$ cat src/rtl/sbfe_pkg.sv
// ----------------------------------------------------------------------------
// sbfe_pkg
// Types and constants shared by the servo frame encoder modules.
// ----------------------------------------------------------------------------
package sbfe_pkg;

  localparam int VALUE_W = 13;
  localparam int BYTE_W  = 8;
  localparam int FIELD_W = 11;
  localparam int ACC_W   = 18;
  localparam int PEND_W  = 3;
  localparam int POS_W   = 5;
  localparam int QUOT_W  = 12;
  localparam int MAG_W   = 16;

  localparam logic [BYTE_W-1:0]  HDR_BYTE    = 8'h0F;
  localparam logic [BYTE_W-1:0]  END_BYTE    = 8'h00;
  localparam logic [FIELD_W-1:0] CHAN_CENTER = 11'd992;
  localparam logic [FIELD_W-1:0] CHAN_MAX    = 11'd2047;
  localparam logic [4:0]         CHAN_BITS   = 5'd11;
  localparam logic [POS_W-1:0]   DATA_CHANS  = 5'd16;
  localparam int                 FLAG_AUX17  = 0;
  localparam int                 FLAG_AUX18  = 1;

  // Reciprocal of ten: x / 10 == (x * RECIP_TEN) >> 19 for x below 81920
  localparam logic [MAG_W-1:0]   RECIP_TEN   = 16'd52429;
  localparam int                 RECIP_SHIFT = 19;

  // Item classes by frame position
  typedef enum logic [1:0] {
    KIND_DATA,
    KIND_FLAG,
    KIND_FINAL
  } item_kind_t;

  // One run of output bytes caused by a single item
  typedef struct packed {
    logic [BYTE_W-1:0] byte0;
    logic [BYTE_W-1:0] byte1;
    logic [BYTE_W-1:0] byte2;
    logic [1:0]        count;
    logic              eof;
  } run_t;

endpackage

$ cat src/rtl/sbfe_in_if.sv
// ----------------------------------------------------------------------------
// sbfe_in_if
// Request channel carrying one centred channel value per item.
// ----------------------------------------------------------------------------
interface sbfe_in_if import sbfe_pkg::*; ();
  logic                      valid;
  logic                      ready;
  logic signed [VALUE_W-1:0] channel_value;

  modport source (output valid, output channel_value, input ready);
  modport sink   (input valid, input channel_value, output ready);
endinterface

$ cat src/rtl/sbfe_out_if.sv
// ----------------------------------------------------------------------------
// sbfe_out_if
// Request channel carrying one frame byte per item.
// ----------------------------------------------------------------------------
interface sbfe_out_if import sbfe_pkg::*; ();
  logic              valid;
  logic              ready;
  logic [BYTE_W-1:0] frame_byte;
  logic              last_of_run;
  logic              end_of_frame;

  modport source (output valid, output frame_byte, output last_of_run,
                  output end_of_frame, input ready);
  modport sink   (input valid, input frame_byte, input last_of_run,
                  input end_of_frame, output ready);
endinterface

$ cat src/rtl/sbfe_front.sv
// ----------------------------------------------------------------------------
// sbfe_front
// Accept channel values, scale and clamp them, pack bits and push byte runs.
// ----------------------------------------------------------------------------
module sbfe_front import sbfe_pkg::*; (
  input  logic       clk,
  input  logic       rst_n,
  sbfe_in_if.sink    in_ch,
  output logic       push,
  output run_t       push_run,
  input  logic       q_full
);

  // Stage A registers: reciprocal quotient and sign information
  logic              a_valid_r, a_valid_nxt;
  logic [QUOT_W-1:0] a_quot_r;
  logic              a_neg_r;
  logic              a_posv_r;

  // Stage B state: frame position and bit packing
  logic [POS_W-1:0]  pos_r, pos_nxt;
  logic [ACC_W-1:0]  acc_r, acc_nxt;
  logic [PEND_W-1:0] pend_r, pend_nxt;
  logic              aux_r, aux_nxt;

  logic                b_go;
  logic                a_load;
  logic signed [15:0]  prod8;
  logic [MAG_W-1:0]    mag;
  logic [2*MAG_W-1:0]  prod;
  item_kind_t          kind;
  logic [12:0]         sum_up;
  logic [FIELD_W-1:0]  field;
  logic [ACC_W-1:0]    acc_base;
  logic [PEND_W-1:0]   pend_base;
  logic [ACC_W-1:0]    merged;
  logic [4:0]          cnt;
  logic                two;
  logic [4:0]          pend_left;

  // Advance stage B when the queue has room; stage A refills behind it
  assign b_go        = a_valid_r && !q_full;
  assign in_ch.ready = !a_valid_r || b_go;
  assign a_load      = in_ch.valid && in_ch.ready;

  always_comb begin
    a_valid_nxt = a_valid_r;
    if (a_load) begin
      a_valid_nxt = 1'b1;
    end else if (b_go) begin
      a_valid_nxt = 1'b0;
    end
  end

  // Magnitude of value*8, then divide by ten through the reciprocal
  assign prod8 = {in_ch.channel_value, 3'b000};
  assign mag   = prod8[15] ? MAG_W'(-prod8) : MAG_W'(prod8);
  assign prod  = {{MAG_W{1'b0}}, mag} * {{MAG_W{1'b0}}, RECIP_TEN};

  always_ff @(posedge clk) begin
    if (!rst_n) begin
      a_valid_r <= 1'b0;
    end else begin
      a_valid_r <= a_valid_nxt;
    end
  end

  always_ff @(posedge clk) begin
    if (a_load) begin
      a_quot_r <= prod[RECIP_SHIFT +: QUOT_W];
      a_neg_r  <= in_ch.channel_value[VALUE_W-1];
      a_posv_r <= !in_ch.channel_value[VALUE_W-1] && (in_ch.channel_value != '0);
    end
  end

  // Classify by frame position
  always_comb begin
    if (pos_r < DATA_CHANS) begin
      kind = KIND_DATA;
    end else if (pos_r == DATA_CHANS) begin
      kind = KIND_FLAG;
    end else begin
      kind = KIND_FINAL;
    end
  end

  // Offset and clamp the scaled value to the 11-bit field
  assign sum_up = {2'b00, CHAN_CENTER} + {1'b0, a_quot_r};
  always_comb begin
    if (a_neg_r) begin
      field = ({1'b0, a_quot_r} >= {2'b00, CHAN_CENTER}) ? '0
            : FIELD_W'({2'b00, CHAN_CENTER} - {1'b0, a_quot_r});
    end else begin
      field = (sum_up > {2'b00, CHAN_MAX}) ? CHAN_MAX : sum_up[FIELD_W-1:0];
    end
  end

  // Merge the field above the pending bits; frame start clears them
  assign acc_base  = (pos_r == '0) ? '0 : acc_r;
  assign pend_base = (pos_r == '0) ? '0 : pend_r;
  assign merged    = acc_base | ({{(ACC_W-FIELD_W){1'b0}}, field} << pend_base);
  assign cnt       = {2'b00, pend_base} + CHAN_BITS;
  assign two       = cnt >= 5'd16;
  assign pend_left = two ? (cnt - 5'd16) : (cnt - 5'd8);

  // Build the run and the next packing state
  always_comb begin
    pos_nxt  = pos_r;
    acc_nxt  = acc_r;
    pend_nxt = pend_r;
    aux_nxt  = aux_r;
    push     = 1'b0;
    push_run = '0;
    unique case (kind)
      KIND_DATA: begin
        push = b_go;
        if (pos_r == '0) begin
          push_run.byte0 = HDR_BYTE;
          push_run.byte1 = merged[7:0];
          push_run.byte2 = merged[15:8];
          push_run.count = two ? 2'd3 : 2'd2;
        end else begin
          push_run.byte0 = merged[7:0];
          push_run.byte1 = merged[15:8];
          push_run.count = two ? 2'd2 : 2'd1;
        end
        acc_nxt  = two ? (merged >> 16) : (merged >> 8);
        pend_nxt = pend_left[PEND_W-1:0];
        pos_nxt  = pos_r + 1'b1;
      end
      KIND_FLAG: begin
        aux_nxt = a_posv_r;
        pos_nxt = pos_r + 1'b1;
      end
      KIND_FINAL: begin
        push                       = b_go;
        push_run.byte0             = '0;
        push_run.byte0[FLAG_AUX17] = aux_r;
        push_run.byte0[FLAG_AUX18] = a_posv_r;
        push_run.byte1             = END_BYTE;
        push_run.count             = 2'd2;
        push_run.eof               = 1'b1;
        pos_nxt                    = '0;
        aux_nxt                    = 1'b0;
        acc_nxt                    = '0;
        pend_nxt                   = '0;
      end
      default: begin
        pos_nxt = '0;
      end
    endcase
  end

  // Commit packing state when stage B advances
  always_ff @(posedge clk) begin
    if (!rst_n) begin
      pos_r  <= '0;
      acc_r  <= '0;
      pend_r <= '0;
      aux_r  <= 1'b0;
    end else if (b_go) begin
      pos_r  <= pos_nxt;
      acc_r  <= acc_nxt;
      pend_r <= pend_nxt;
      aux_r  <= aux_nxt;
    end
  end

endmodule

$ cat src/rtl/sbfe_queue.sv
// ----------------------------------------------------------------------------
// sbfe_queue
// Small FIFO of byte runs between the packing front and the byte back end.
// ----------------------------------------------------------------------------
module sbfe_queue import sbfe_pkg::*; #(
  parameter int DEPTH = 4
) (
  input  logic clk,
  input  logic rst_n,
  input  logic push,
  input  run_t push_run,
  output logic full,
  input  logic pop,
  output logic empty,
  output run_t head
);

  localparam int PTR_W = (DEPTH > 1) ? $clog2(DEPTH) : 1;
  localparam int CNT_W = $clog2(DEPTH + 1);
  localparam logic [PTR_W-1:0] LAST_PTR = PTR_W'(DEPTH - 1);
  localparam logic [CNT_W-1:0] FULL_CNT = CNT_W'(DEPTH);

  run_t             slots_r [DEPTH];
  logic [PTR_W-1:0] wr_ptr_r, wr_ptr_nxt;
  logic [PTR_W-1:0] rd_ptr_r, rd_ptr_nxt;
  logic [CNT_W-1:0] count_r, count_nxt;

  assign full  = count_r == FULL_CNT;
  assign empty = count_r == '0;
  assign head  = slots_r[rd_ptr_r];

  // Advance pointers with explicit wrap
  always_comb begin
    wr_ptr_nxt = wr_ptr_r;
    rd_ptr_nxt = rd_ptr_r;
    count_nxt  = count_r;
    if (push) begin
      wr_ptr_nxt = (wr_ptr_r == LAST_PTR) ? '0 : wr_ptr_r + 1'b1;
    end
    if (pop) begin
      rd_ptr_nxt = (rd_ptr_r == LAST_PTR) ? '0 : rd_ptr_r + 1'b1;
    end
    if (push && !pop) begin
      count_nxt = count_r + 1'b1;
    end else if (pop && !push) begin
      count_nxt = count_r - 1'b1;
    end
  end

  always_ff @(posedge clk) begin
    if (!rst_n) begin
      wr_ptr_r <= '0;
      rd_ptr_r <= '0;
      count_r  <= '0;
    end else begin
      wr_ptr_r <= wr_ptr_nxt;
      rd_ptr_r <= rd_ptr_nxt;
      count_r  <= count_nxt;
    end
  end

  // Store the pushed run
  always_ff @(posedge clk) begin
    if (push) begin
      slots_r[wr_ptr_r] <= push_run;
    end
  end

endmodule

$ cat src/rtl/sbfe_back.sv
// ----------------------------------------------------------------------------
// sbfe_back
// Hold one run in an output register; hand out one byte per cycle while ready.
// ----------------------------------------------------------------------------
module sbfe_back import sbfe_pkg::*; (
  input  logic       clk,
  input  logic       rst_n,
  input  logic       empty,
  input  run_t       head,
  output logic       pop,
  sbfe_out_if.source out_ch
);

  logic       cur_valid_r, cur_valid_nxt;
  run_t       cur_r;
  logic [1:0] idx_r, idx_nxt;
  logic       last;
  logic       done;

  assign last = idx_r == (cur_r.count - 2'd1);
  assign done = cur_valid_r && out_ch.ready && last;
  assign pop  = (!cur_valid_r || done) && !empty;

  // Select the current byte of the run
  always_comb begin
    case (idx_r)
      2'd0:    out_ch.frame_byte = cur_r.byte0;
      2'd1:    out_ch.frame_byte = cur_r.byte1;
      default: out_ch.frame_byte = cur_r.byte2;
    endcase
  end

  assign out_ch.valid        = cur_valid_r;
  assign out_ch.last_of_run  = last;
  assign out_ch.end_of_frame = last && cur_r.eof;

  // Step through the run, reload from the queue at its end
  always_comb begin
    cur_valid_nxt = cur_valid_r;
    idx_nxt       = idx_r;
    if (pop) begin
      cur_valid_nxt = 1'b1;
      idx_nxt       = '0;
    end else if (done) begin
      cur_valid_nxt = 1'b0;
      idx_nxt       = '0;
    end else if (cur_valid_r && out_ch.ready) begin
      idx_nxt = idx_r + 2'd1;
    end
  end

  always_ff @(posedge clk) begin
    if (!rst_n) begin
      cur_valid_r <= 1'b0;
      idx_r       <= '0;
    end else begin
      cur_valid_r <= cur_valid_nxt;
      idx_r       <= idx_nxt;
    end
  end

  always_ff @(posedge clk) begin
    if (pop) begin
      cur_r <= head;
    end
  end

endmodule

$ cat src/rtl/sbus_frame_encoder_unit.sv
// ----------------------------------------------------------------------------
// sbus_frame_encoder_unit
// Builds 25-byte serial servo frames from 18 centred channel values.
// ----------------------------------------------------------------------------
//   channel | dir | payload                               | per request
//   in_ch   | in  | channel_value[12:0] signed            | one channel value
//   out_ch  | out | frame_byte[7:0], last_of_run,         | one frame byte
//           |     | end_of_frame                          |
//
// The divide runs in the accepting cycle and is registered in stage A; packing
// follows, the run is written into the queue and the back end loads it into
// its output register. Bytes leave one per cycle while out_ch is ready.
// Reset (rst_n low, synchronous) returns to frame start and empties the queue.
// Input and output stall independently; the run queue absorbs up to
// QUEUE_DEPTH runs while the output is held.
// ----------------------------------------------------------------------------
module sbus_frame_encoder_unit import sbfe_pkg::*; #(
  parameter int QUEUE_DEPTH = 4
) (
  input  logic       clk,
  input  logic       rst_n,
  sbfe_in_if.sink    in_ch,
  sbfe_out_if.source out_ch
);

  logic push;
  run_t push_run;
  logic q_full;
  logic q_empty;
  logic pop;
  run_t head;

  // Accept, scale and pack
  sbfe_front u_front (
    .clk      (clk),
    .rst_n    (rst_n),
    .in_ch    (in_ch),
    .push     (push),
    .push_run (push_run),
    .q_full   (q_full)
  );

  // Decouple packing from byte delivery
  sbfe_queue #(
    .DEPTH (QUEUE_DEPTH)
  ) u_queue (
    .clk      (clk),
    .rst_n    (rst_n),
    .push     (push),
    .push_run (push_run),
    .full     (q_full),
    .pop      (pop),
    .empty    (q_empty),
    .head     (head)
  );

  // Deliver bytes
  sbfe_back u_back (
    .clk    (clk),
    .rst_n  (rst_n),
    .empty  (q_empty),
    .head   (head),
    .pop    (pop),
    .out_ch (out_ch)
  );

endmodule

$ cat src/flat_wrapper.sv
// flat-port wrapper written by rule: the top's interface ports become plain ports
module sbus_frame_encoder_unit_flat import sbfe_pkg::*;
#(
  parameter int QUEUE_DEPTH = 4
)
  (clk, rst_n, in_ch_valid, in_ch_channel_value, in_ch_ready, out_ch_valid, out_ch_frame_byte, out_ch_last_of_run, out_ch_end_of_frame, out_ch_ready);
  sbfe_in_if in_ch_i ();
  sbfe_out_if out_ch_i ();
  input  logic clk;
  input  logic rst_n;
  input wire logic [$bits(in_ch_i.valid)-1:0] in_ch_valid;
  input wire logic [$bits(in_ch_i.channel_value)-1:0] in_ch_channel_value;
  output wire logic [$bits(in_ch_i.ready)-1:0] in_ch_ready;
  output wire logic [$bits(out_ch_i.valid)-1:0] out_ch_valid;
  output wire logic [$bits(out_ch_i.frame_byte)-1:0] out_ch_frame_byte;
  output wire logic [$bits(out_ch_i.last_of_run)-1:0] out_ch_last_of_run;
  output wire logic [$bits(out_ch_i.end_of_frame)-1:0] out_ch_end_of_frame;
  input wire logic [$bits(out_ch_i.ready)-1:0] out_ch_ready;
  assign in_ch_i.valid = in_ch_valid;
  assign in_ch_i.channel_value = in_ch_channel_value;
  assign in_ch_ready = in_ch_i.ready;
  assign out_ch_valid = out_ch_i.valid;
  assign out_ch_frame_byte = out_ch_i.frame_byte;
  assign out_ch_last_of_run = out_ch_i.last_of_run;
  assign out_ch_end_of_frame = out_ch_i.end_of_frame;
  assign out_ch_i.ready = out_ch_ready;
  sbus_frame_encoder_unit #(.QUEUE_DEPTH(QUEUE_DEPTH)) u_core (.clk(clk), .rst_n(rst_n), .in_ch(in_ch_i), .out_ch(out_ch_i));
endmodule
$ cat config.mk
export PLATFORM = sky130hd
export DESIGN_NAME = sbus_frame_encoder_unit_flat
export DESIGN_NICKNAME = d
export VERILOG_FILES = /design/src/rtl/sbfe_pkg.sv /design/src/rtl/sbfe_in_if.sv /design/src/rtl/sbfe_out_if.sv /design/src/rtl/sbfe_front.sv /design/src/rtl/sbfe_queue.sv /design/src/rtl/sbfe_back.sv /design/src/rtl/sbus_frame_encoder_unit.sv /design/src/flat_wrapper.sv
export SDC_FILE = /design/constraint.sdc
export NUM_CORES = 1
export LEC_CHECK = 0
export ABC_AREA = 1
export BUFFER_PORTS_ARGS = -buffer_cell sky130_fd_sc_hd__buf_2
export CORE_MARGIN = 5
export CORE_UTILIZATION = 64
export CTS_CLUSTER_DIAMETER = 100
export DETAILED_ROUTE_END_ITERATION = 7
export PLACE_DENSITY = 0.83
export SLEW_MARGIN = 25
export SYNTH_ARGS = -nofsm -noshare
export SYNTH_HDL_FRONTEND = slang
export SYNTH_HIERARCHICAL = 1
export SYNTH_SLANG_ARGS = --single-unit
$ cat constraint.sdc
create_clock -name clk -period 7.6 [get_ports clk]
set_input_delay 1.52 -clock clk [delete_from_list [all_inputs] [get_ports clk]]
set_output_delay 1.52 -clock clk [all_outputs]
set_load 0.01 [all_outputs]
-- Word level (Yosys, flattened, before mapping)
Memory sizes are Yosys's and may differ from the RTL's. A register that Yosys moved wholly into a read port is not among the register bits.
Index checks and enable logic that the tools add are counted.
- word-level logic and storage cells: 111
- input bits: 17
- output and inout port bits: 12
- bits in registers: 52
- bits in writable memories: 108
- memories kept: 1
- memories (name ; depth ; bits a word ; rd ports ; clocked after Yosys merged registers in ; write ports ; line ; RTL):
    u_core.u_queue.slots_r ; 4 ; 27 ; 1 ; 1 ; 1 ; sbfe_queue.sv:23 ; run_t slots_r [DEPTH];
- equality and inequality tests: 8
- shift-type cells: 1
- bitwise operators: 2
- multiplexer cells: 35
- reductions and logical operators: 33
- order comparisons: 4
- multipliers: 1
- add/sub/neg operators: 13
- operators by type and width (operator ; count):
    $pmux W18 S2 ; 1
    $mux W11 ; 3
    $mux W16 ; 2
    $pmux W16 S2 ; 1
    $mul A16 B16 Y31 const B ; 1
    $mux W18 ; 1
    $or A18 B18 Y18 ; 1
    $shl A11 B3 Y18 ; 1
    $mux W8 ; 2
    $neg A16 Y16 ; 1
    $pmux W8 S2 ; 1
    $add A10 B12 Y13 const A ; 1
    $gt A13 B11 Y1 const B ; 1
    $reduce_bool A13 Y1 ; 1
    $ge A12 B10 Y1 const B ; 1
    $mux W2 ; 6
    $mux W3 ; 4
    $sub A10 B11 Y11 const A ; 1
    $mux W10 ; 1
    $reduce_bool A2 Y1 ; 5
    $logic_and A1 B1 Y1 ; 9
    $mux W1 ; 9
    $sub A3 B1 Y3 const B ; 3
    $logic_not A1 Y1 ; 7
    other kinds (24) ; 33

-- Longest topological paths before layout
Gate-level depths: netlist of the first run.
- word-level depth: 10
- gate-level depth with buffers: 31
- gate-level depth less buffers: 31

-- Cells and area by module
The synthesis of the first run kept the hierarchy.
- modules (own cells, without submodules) (module ; instances ; area an instance (um2) ; seq. area each (um2) ; cells an instance):
    sbfe_front ; 1 ; 7024.2 ; 820.8 ; 923
    sbfe_queue ; 1 ; 4510.6 ; 3423.3 ; 320
    sbfe_back ; 1 ; 1197.4 ; 870.8 ; 86

-- Worst setup path before layout of the first run
No wires, ideal clock.
- kind: input port to flip-flop
- start: input in_ch_channel_value[1]
- end: register u_core.u_front.a_quot_r[9] (data pin)
- arrival: 6715 ps
- slack: 622 ps
- buffers on the path: 0
- cell stages on the path: 25
- library setup time: 262 ps
- cells stage by stage: inv_1 ha_1 inv_1 nor3_1 nor3b_1 inv_1 nand2_1 xnor2_1 ha_1 inv_1 fa_1 inv_1 fa_1 fa_1 fa_1 inv_1 fa_1 inv_1 ha_1 nand2_1 nor4_1 nand3_1 o211ai_1 a21oi_1 xor2_1
- longest elaborated chain between the ends: 3
- RTL lines (item ; line ; RTL):
    start: declaration ; flat_wrapper.sv:12 ; input wire logic [$bits(in_ch_i.channel_value)-1:0] in_ch_channel_value;
    $neg A16 Y16 ; sbfe_front.sv:57 ; assign mag = prod8[15] ? MAG_W'(-prod8) : MAG_W'(prod8);
    $mux W16 (*) ; sbfe_front.sv:57 ;
    $mul A16 B16 Y31 (*) ; sbfe_front.sv:58 ; assign prod = {{MAG_W{1'b0}}, mag} * {{MAG_W{1'b0}}, RECIP_TEN};
    via u_core.u_front.prod[28] ; sbfe_front.sv:30 ; logic [2*MAG_W-1:0] prod;
    end signal: assignment ; sbfe_front.sv:70 ; a_quot_r <= prod[RECIP_SHIFT +: QUOT_W];
    end: declaration ; sbfe_front.sv:16 ; logic [QUOT_W-1:0] a_quot_r;
Mark *: on every way through the listed nets, which the timed path passes. The rest lies on a longest branch.
A chain may end at the register's enable or synchronous reset.

-- Worst setup path after layout of the first run
- start: input in_ch_channel_value[0]
- end: register u_core.u_front.a_quot_r[9] (data pin)
The elaborated chain is that of the path after synthesis.

==> results.sh, run 1 <==
export IMPL_final_setup_worst_slack_ns=0.442
export IMPL_area_growth_pct=7.05
export IMPL_grt_pass1_vias=9727
export IMPL_num_vias=9500
export IMPL_critPathMostFrequentCell="inv_1"
export IMPL_grt_pass1_wl_mm=46.8
export IMPL_internal_power_mw=3.39
export IMPL_layout_drive_gt1_share_pct=10.8
export IMPL_ioPinCount=29
export IMPL_drv_cap=0
export IMPL_fin_crit_ns=7.16
export IMPL_setup_viol=0
export IMPL_diodes=0
export IMPL_fmax_mhz=140
export IMPL_synth_top_flop_cell="edfxtp_1"
export IMPL_min_path_type="reg2reg"
export IMPL_hpwl_mm=20.3
export IMPL_grt_max_degree=56
export IMPL_die_width_microns=151
export IMPL_ant_nets=0
export IMPL_crit_arrival_ns=7.33
export IMPL_synth_area_sq_mm=0.0127
export IMPL_grt_util_met1_pct=33.7
export IMPL_worst_slew_pin_slew_ns=0.632
export IMPL_initial_core_util_pct=65.2
export IMPL_cts_repair_resized=0
export IMPL_final_util_pct=69.8
export IMPL_ys_async_sr_fraction_pct=0
export IMPL_drc=0
export IMPL_fin_crit_sh_pct=94.2
export IMPL_clk_path_buf_depth=2
export IMPL_cp_slowest_cell="fa_1"
export IMPL_skew_ns=0.0231
export IMPL_power_mw=6.45
export IMPL_final_nets=1565
export IMPL_relSlewSlack_pct=57.7
export IMPL_p_sw_share_pct=47.4
export IMPL_place_gp_congestion=0.995
export IMPL_rsz0062_at_grt="no"
export IMPL_first_pass_iters=6
export IMPL_p_leak_nw=6.11
export IMPL_cts_tree="built"
export IMPL_required_ns=7.78
export IMPL_hold_viol=0
export IMPL_start_kind="input port"
export IMPL_clockRootBuffer="clkbuf_16"
export IMPL_pwr_share_seq_pct=25.2
export IMPL_synth_warnings=6
export IMPL_critPathMaxStageDelay_ns=0.55
export IMPL_avgSynthCellArea_sq_um=9.58
export IMPL_cts_buffers=17
export IMPL_drtIter0Drc=831
export IMPL_coreArea_sq_mm=0.0195
export IMPL_via_per_inst=5.81
export IMPL_antenna_found_initial=0
export IMPL_synth_cell_types=61
export IMPL_synth_edf_count=149
export IMPL_status="completed"
export IMPL_die_y_microns=151
export IMPL_irDropWorstVdd_mv=0.288
export IMPL_synth_top_cell_area_share_pct=35.1
export IMPL_clk_latency_ns=0.44
export IMPL_p_comb_share_pct=61.3
export IMPL_endpoint_kind="flip-flop"
export IMPL_grtUsageMet3_pct=4.70
export IMPL_htree_levels=4
export IMPL_tns_ns=0
export IMPL_gr_max_usage_layer="met2"
export IMPL_path_buf_inv=6
export IMPL_clkTransAtPathRegs_ns=0.07
export IMPL_path_class="in2reg"
export IMPL_p_switching_mw=3.06
export IMPL_synth_most_common_cell="nand2_1"
export IMPL_globalRouteMet2Util_pct=44.7
export IMPL_finalMaxSlewViolations=0
export IMPL_yosys_area_top_type="edfxtp_1"
export IMPL_yosys_top_cells_area="edfxtp_1 (35%), ha_1 (13%), fa_1 (8.8%)"
export IMPL_ctsHoldBuffers=0
export IMPL_synth_seq_cells=181
export IMPL_row_count=51
export IMPL_synth_seq_area_share_pct=40.2
export IMPL_post_place_ws_ns=0.0576
export IMPL_netlist_instances=1329
export IMPL_port_buffers=28
export IMPL_path_max_fanout=7
export IMPL_gr_total_overflow=0
export IMPL_cts_setup_buffers=0
export IMPL_power_density_mw_per_mm2=473
export IMPL_synth_common_cells="nand2_1 (194), inv_1 (186), edfxtp_1 (149), ha_1 (134), nor2_1 (113)"
export IMPL_crit_family="adder cells"
export IMPL_routed_wirelength_mm=28.3
export IMPL_routedWlPerCell_microns=17.3
export IMPL_cts_sinks=181
export IMPL_die_area_sq_mm=0.0228
export IMPL_grt_use_total_pct=26.2
export IMPL_power_clock_fraction_pct=13.5
-- worst register-to-register path: stages, from the launching register on --
cell and delay, ns:
dfxtp_1 0.33, inv_1 0.08, ha_1 0.16, nand3_2 0.14
nor2_4 0.26, inv_2 0.25, nand2_2 0.35, inv_2 0.22
ha_1 0.27, nor2_1 0.51, inv_1 0.13, o21ai_0 0.13
nand2_1 0.08, a21oi_1 0.11
-- flip-flops by register name (all words and copies together) (netlist names), named ones only --
| signal | flops |
|---|---|
| u_core/u_back/idx_r | 2 |
| u_core/u_front/aux_r | 1 |
| u_core/u_front/a_neg_r | 1 |
| u_core/u_queue/wr_ptr_r | 2 |
| u_core/u_front/acc_r | 10 |
| u_core/u_queue/rd_ptr_r | 2 |
| u_core/u_front/a_quot_r | 12 |
| u_core/u_front/pos_r | 5 |
| u_core/u_front/pend_r | 3 |
| u_core/u_back/cur_r | 27 |
| u_core/u_back/out_ch.valid | 1 |
| u_core/u_front/a_valid_r | 1 |
| u_core/u_queue/slots_r | 108 |
| u_core/u_front/a_posv_r | 1 |
| u_core/u_queue/count_r | 3 |
-- per-stage QoR --
step                      instance area [sq um]  cells  hold WS (ns)
after global routing                      13600   1635         0.487
after floorplan                           12700   1333         0.443
final                                     13600   1635         0.469
after CTS                                 13600   1635         0.469
after detailed placement                  13100   1604         0.459
after global placement                    13100   1604         0.454
-- placed cells by master, fill, tap and decap left out, types with 16 or more instances in the layout --
master     Yosys  final
a21oi_1       57     57
buf_2         13     28
buf_4          6     16
clkbuf_16      0     17
dfxtp_1       32     31
edfxtp_1     149    149
fa_1          56     56
ha_1         134    134
inv_1        186    186
nand2_1      194    194
nand3_1       71     71
nand3_2       21     21
nand4_1       17     17
nor2_1       113    113
o21ai_0       59     59
o21ai_1       28     28
o22ai_1       27     27
xor2_1        33     33
-- power groups by stage --
stage	registers [mW]	clock network (mW)	logic (mW)
6_report	1.63	0.868	3.96
4_1_cts	1.62	0.882	3.94
2_1_floorplan	1.57	0	3.09
5_1_grt	1.65	0.915	4.54
3_5_place_dp	1.64	0	3.89
3_3_place_gp	1.63	0	3.80
-- kinds of logic after synthesis --
| kind of cell | count (synthesis) | synth area share (%) |
|---|---|---|
| buffers and inverters | 240 | 8.28 |
| AOI/OAI and AO/OA | 212 | 9.54 |
| xor gates and xnor gates | 41 | 2.88 |
| adders and majority gates | 190 | 22.0 |
| DFF | 181 | 40.2 |
| other | 1 | 0.0295 |
| and+or+nand+nor | 464 | 17.1 |
-- per-layer routing --
layer / up-vias / share of wire [%]
li1: 4546 / -
met1: 4524 / 41
met2: 362 / 49
met3: 68 / 6.8
met4: 0 / 2.9
met5: - / 0
-- area by class of cell --
| type | instances | area [sq um] |
|---|---|---|
| clock inverter | 13 | 140 |
| tap | 265 | 332 |
| clock buffer | 18 | 429 |
| sequential | 181 | 5120 |
| multi-input combinational | 912 | 6580 |
| timing repair buffer | 44 | 260 |
| fill | 1449 | 5900 |
| inverter | 202 | 772 |
-- path summary, 6_finish.rpt --
check	start	end	slack, ns	cells after the start
hold / removal	u_core/u_front/acc_r[9]	u_core/u_front/acc_r[9]	0.47	2
hold reg to reg	u_core/u_front/acc_r[9]	u_core/u_front/acc_r[9]	0.47	2
setup reg to reg	u_core/u_front/pos_r[0]	u_core/u_front/acc_r[0]	4.48	13
setup / recovery	in_ch_channel_value[0]	u_core/u_front/a_quot_r[9]	0.44	25
(Power assumes the default switching activity.)
==> inputs of run 2 (changes only) <==
CORE_UTILIZATION = 60   (was 64)
PLACE_DENSITY = 0.79   (was 0.83)
==> run 2 against run 1 <==
  * Maximum frequency rose by 1.5%
  * Via count fell by 2.9%
  * Non-clock buffer count did not move
  * Utilization fell by 4.4 points
  * Register-to-register slack got worse by 0.02 ns
  * Clock power rose by 3.8%
  * Power rose by 1.1%
  * Setup slack improved by 0.11 ns
  * Global-route usage fell by 3.0 points
  * Sequential cell count did not move
  * First-iteration DRC count fell by 16%
  * Count of clock-buffer cells in the layout fell by 1
  * Largest cell class unchanged
==> results.sh, run 2 (synthesized netlist as in run 1, its figures left out) <==
export IMPL_path_max_fanout=7
export IMPL_fillers=1641
export IMPL_relSlewSlack_pct=53.3
export IMPL_die_area_sq_mm=0.0242
export IMPL_largest_reg_flops=108
export IMPL_htree_levels=4
export IMPL_largestRegisters="u_core/u_queue/slots_r: 108 flops, u_core/u_back/cur_r: 27 flops, u_core/u_front/a_quot_r: 12 flops"
export IMPL_irDropWorstVdd_mv=0.730
export IMPL_power_mw=6.52
export IMPL_clk_latency_ns=0.44
export IMPL_cts_setup_buffers=0
export IMPL_rsz0062_at_grt="no"
export IMPL_fmax_mhz=142
export IMPL_start_kind="input port"
export IMPL_ctsHoldBuffers=0
export IMPL_grt_pass1_wl_mm=45.3
export IMPL_routedWlPerCell_microns=16.5
export IMPL_placed_cell_area_sq_mm=0.0131
export IMPL_final_common_cell="nand2_1"
export IMPL_cts_buffers=17
export IMPL_post_place_ws_ns=0.118
export IMPL_drv_cap=0
export IMPL_reg2reg_from="u_core/u_front/pos_r[0]"
export IMPL_cts_sinks=181
export IMPL_initial_core_util_pct=60.8
export IMPL_ioPinCount=29
export IMPL_port_buffers=28
export IMPL_die_width_microns=156
export IMPL_hpwl_mm=20.3
export IMPL_min_path_type="reg2reg"
export IMPL_diodes=0
export IMPL_post_place_cells=1614
export IMPL_grt_pass1_vias=9219
export IMPL_place_gp_congestion=0.917
export IMPL_rrSetupSlack_ns=4.46
export IMPL_row_count=53
export IMPL_clk_path_buf_depth=2
export IMPL_hold_ws_ns=0.468
export IMPL_rr_endpoint="u_core/u_front/acc_r[0]"
export IMPL_via_per_inst=5.61
export IMPL_coreArea_sq_mm=0.0210
export IMPL_design_area_sq_mm=0.0137
export IMPL_die_y_microns=156
export IMPL_ff2ff_path_depth=13
export IMPL_drtIter0Drc=702
export IMPL_antenna_found_initial=0
export IMPL_drc=0
export IMPL_final_setup_worst_slack_ns=0.550
export IMPL_cts_repair_resized=0
export IMPL_grt_max_degree=56
export IMPL_gr_total_overflow=0
export IMPL_final_nets=1565
export IMPL_fin_crit_sh_pct=92.8
export IMPL_routed_wirelength_mm=27.2
export IMPL_clockRootBuffer="clkbuf_16"
export IMPL_path_class="in2reg"
export IMPL_min_to="u_core/u_front/acc_r[3]"
export IMPL_p_leak_nw=6.15
export IMPL_crit_arrival_ns=7.23
export IMPL_final_util_pct=65.4
export IMPL_skew_ns=0.0172
export IMPL_tns_ns=0
export IMPL_status="completed"
export IMPL_grt_use_total_pct=23.2
export IMPL_area_growth_pct=7.61
export IMPL_clkTransAtPathRegs_ns=0.07
export IMPL_whs_path_depth=2
export IMPL_cts_tree="built"
export IMPL_final_cells=1646
export IMPL_finalMaxSlewViolations=0
export IMPL_num_vias=9228
export IMPL_hold_viol=0
export IMPL_endpoint_kind="flip-flop"
export IMPL_power_density_mw_per_mm2=476
export IMPL_worst_slew_pin_slew_ns=0.699
export IMPL_layout_drive_gt1_share_pct=10.9
export IMPL_mostFrequentLayoutCells="nand2_1 (194), inv_1 (186), edfxtp_1 (149)"
export IMPL_hold_start="u_core/u_front/acc_r[3]"
export IMPL_top_register="u_core/u_queue/slots_r"
export IMPL_ant_nets=0
export IMPL_setup_viol=0
export IMPL_fin_crit_ns=7.05
export IMPL_first_pass_iters=5
export IMPL_required_ns=7.78
[run 2: cell count changes in the layout (fill, tap and decap cells not counted)]
cell / delta
clkinv_8: +4
clkinv_4: +3
clkinvlp_4: -3
inv_6: -3
clkbuf_1: -1
clkinv_2: -1
dfxtp_2: +1
dfxtp_4: -1
inv_12: +1
inv_8: +1
[run 2: area by class of cell]
| cell class | instances | area (sq um) | area share, % |
|---|---|---|---|
| multi-input cells | 912 | 6580 | 48.0 |
| flip-flops and latches | 181 | 5120 | 37.3 |
| inverters | 202 | 772 | 5.63 |
| clock buffers | 17 | 425 | 3.11 |
| well taps | 275 | 344 | 2.51 |
| repair buffers | 44 | 260 | 1.90 |
| clock inverters | 15 | 205 | 1.50 |
[run 2: report_power, final]
group | internal, mW | switching [mW] | leakage, nW
logic | 1.47 | 2.57 | 4.21
clock network | 0.480 | 0.422 | 0.305
registers | 1.47 | 0.119 | 1.63
[run 2: worst max path at each step]
stage,startpoint,endpoint,slack (ns),cells after the start
3_3_place_gp,in_ch_channel_value[0],u_core/u_front/a_quot_r[9],0.21,24
6_report,in_ch_channel_value[0],u_core/u_front/a_quot_r[9],0.55,24
4_1_cts,in_ch_channel_value[0],u_core/u_front/a_quot_r[9],0.55,24
5_1_grt,in_ch_channel_value[0],u_core/u_front/a_quot_r[9],0.19,24
3_5_place_dp,in_ch_channel_value[0],u_core/u_front/a_quot_r[9],0.12,24
2_1_floorplan,in_ch_channel_value[1],u_core/u_front/a_quot_r[9],0.62,25
[run 2: per-layer routing]
| metal | vias up | global-route usage, % | part of all wire, % |
|---|---|---|---|
| met3 | 54 | 3.69 | 4.7 |
| met4 | 0 | 8.00 | 2.7 |
| li1 | 4541 | - | - |
| met5 | - | 0 | 0 |
| met2 | 270 | 40.9 | 51 |
| met1 | 4363 | 29.1 | 42 |
[run 2: critical path, stage by stage]
cell and delay (ns):
buf_2 0.15, inv_1 0.07, ha_1 0.16, inv_1 0.06, nor3_1 0.19, nor3b_1 0.20, inv_1 0.09, o21ai_0 0.20
xnor2_1 0.27, ha_1 0.37, fa_1 0.51, inv_1 0.06, fa_1 0.54, inv_1 0.07, fa_1 0.52, fa_1 0.51
ha_1 0.31, ha_1 0.35, nand2_1 0.14, nor4_1 0.35, nand3_1 0.12, o211ai_1 0.24, a21oi_1 0.11, xor2_1 0.15
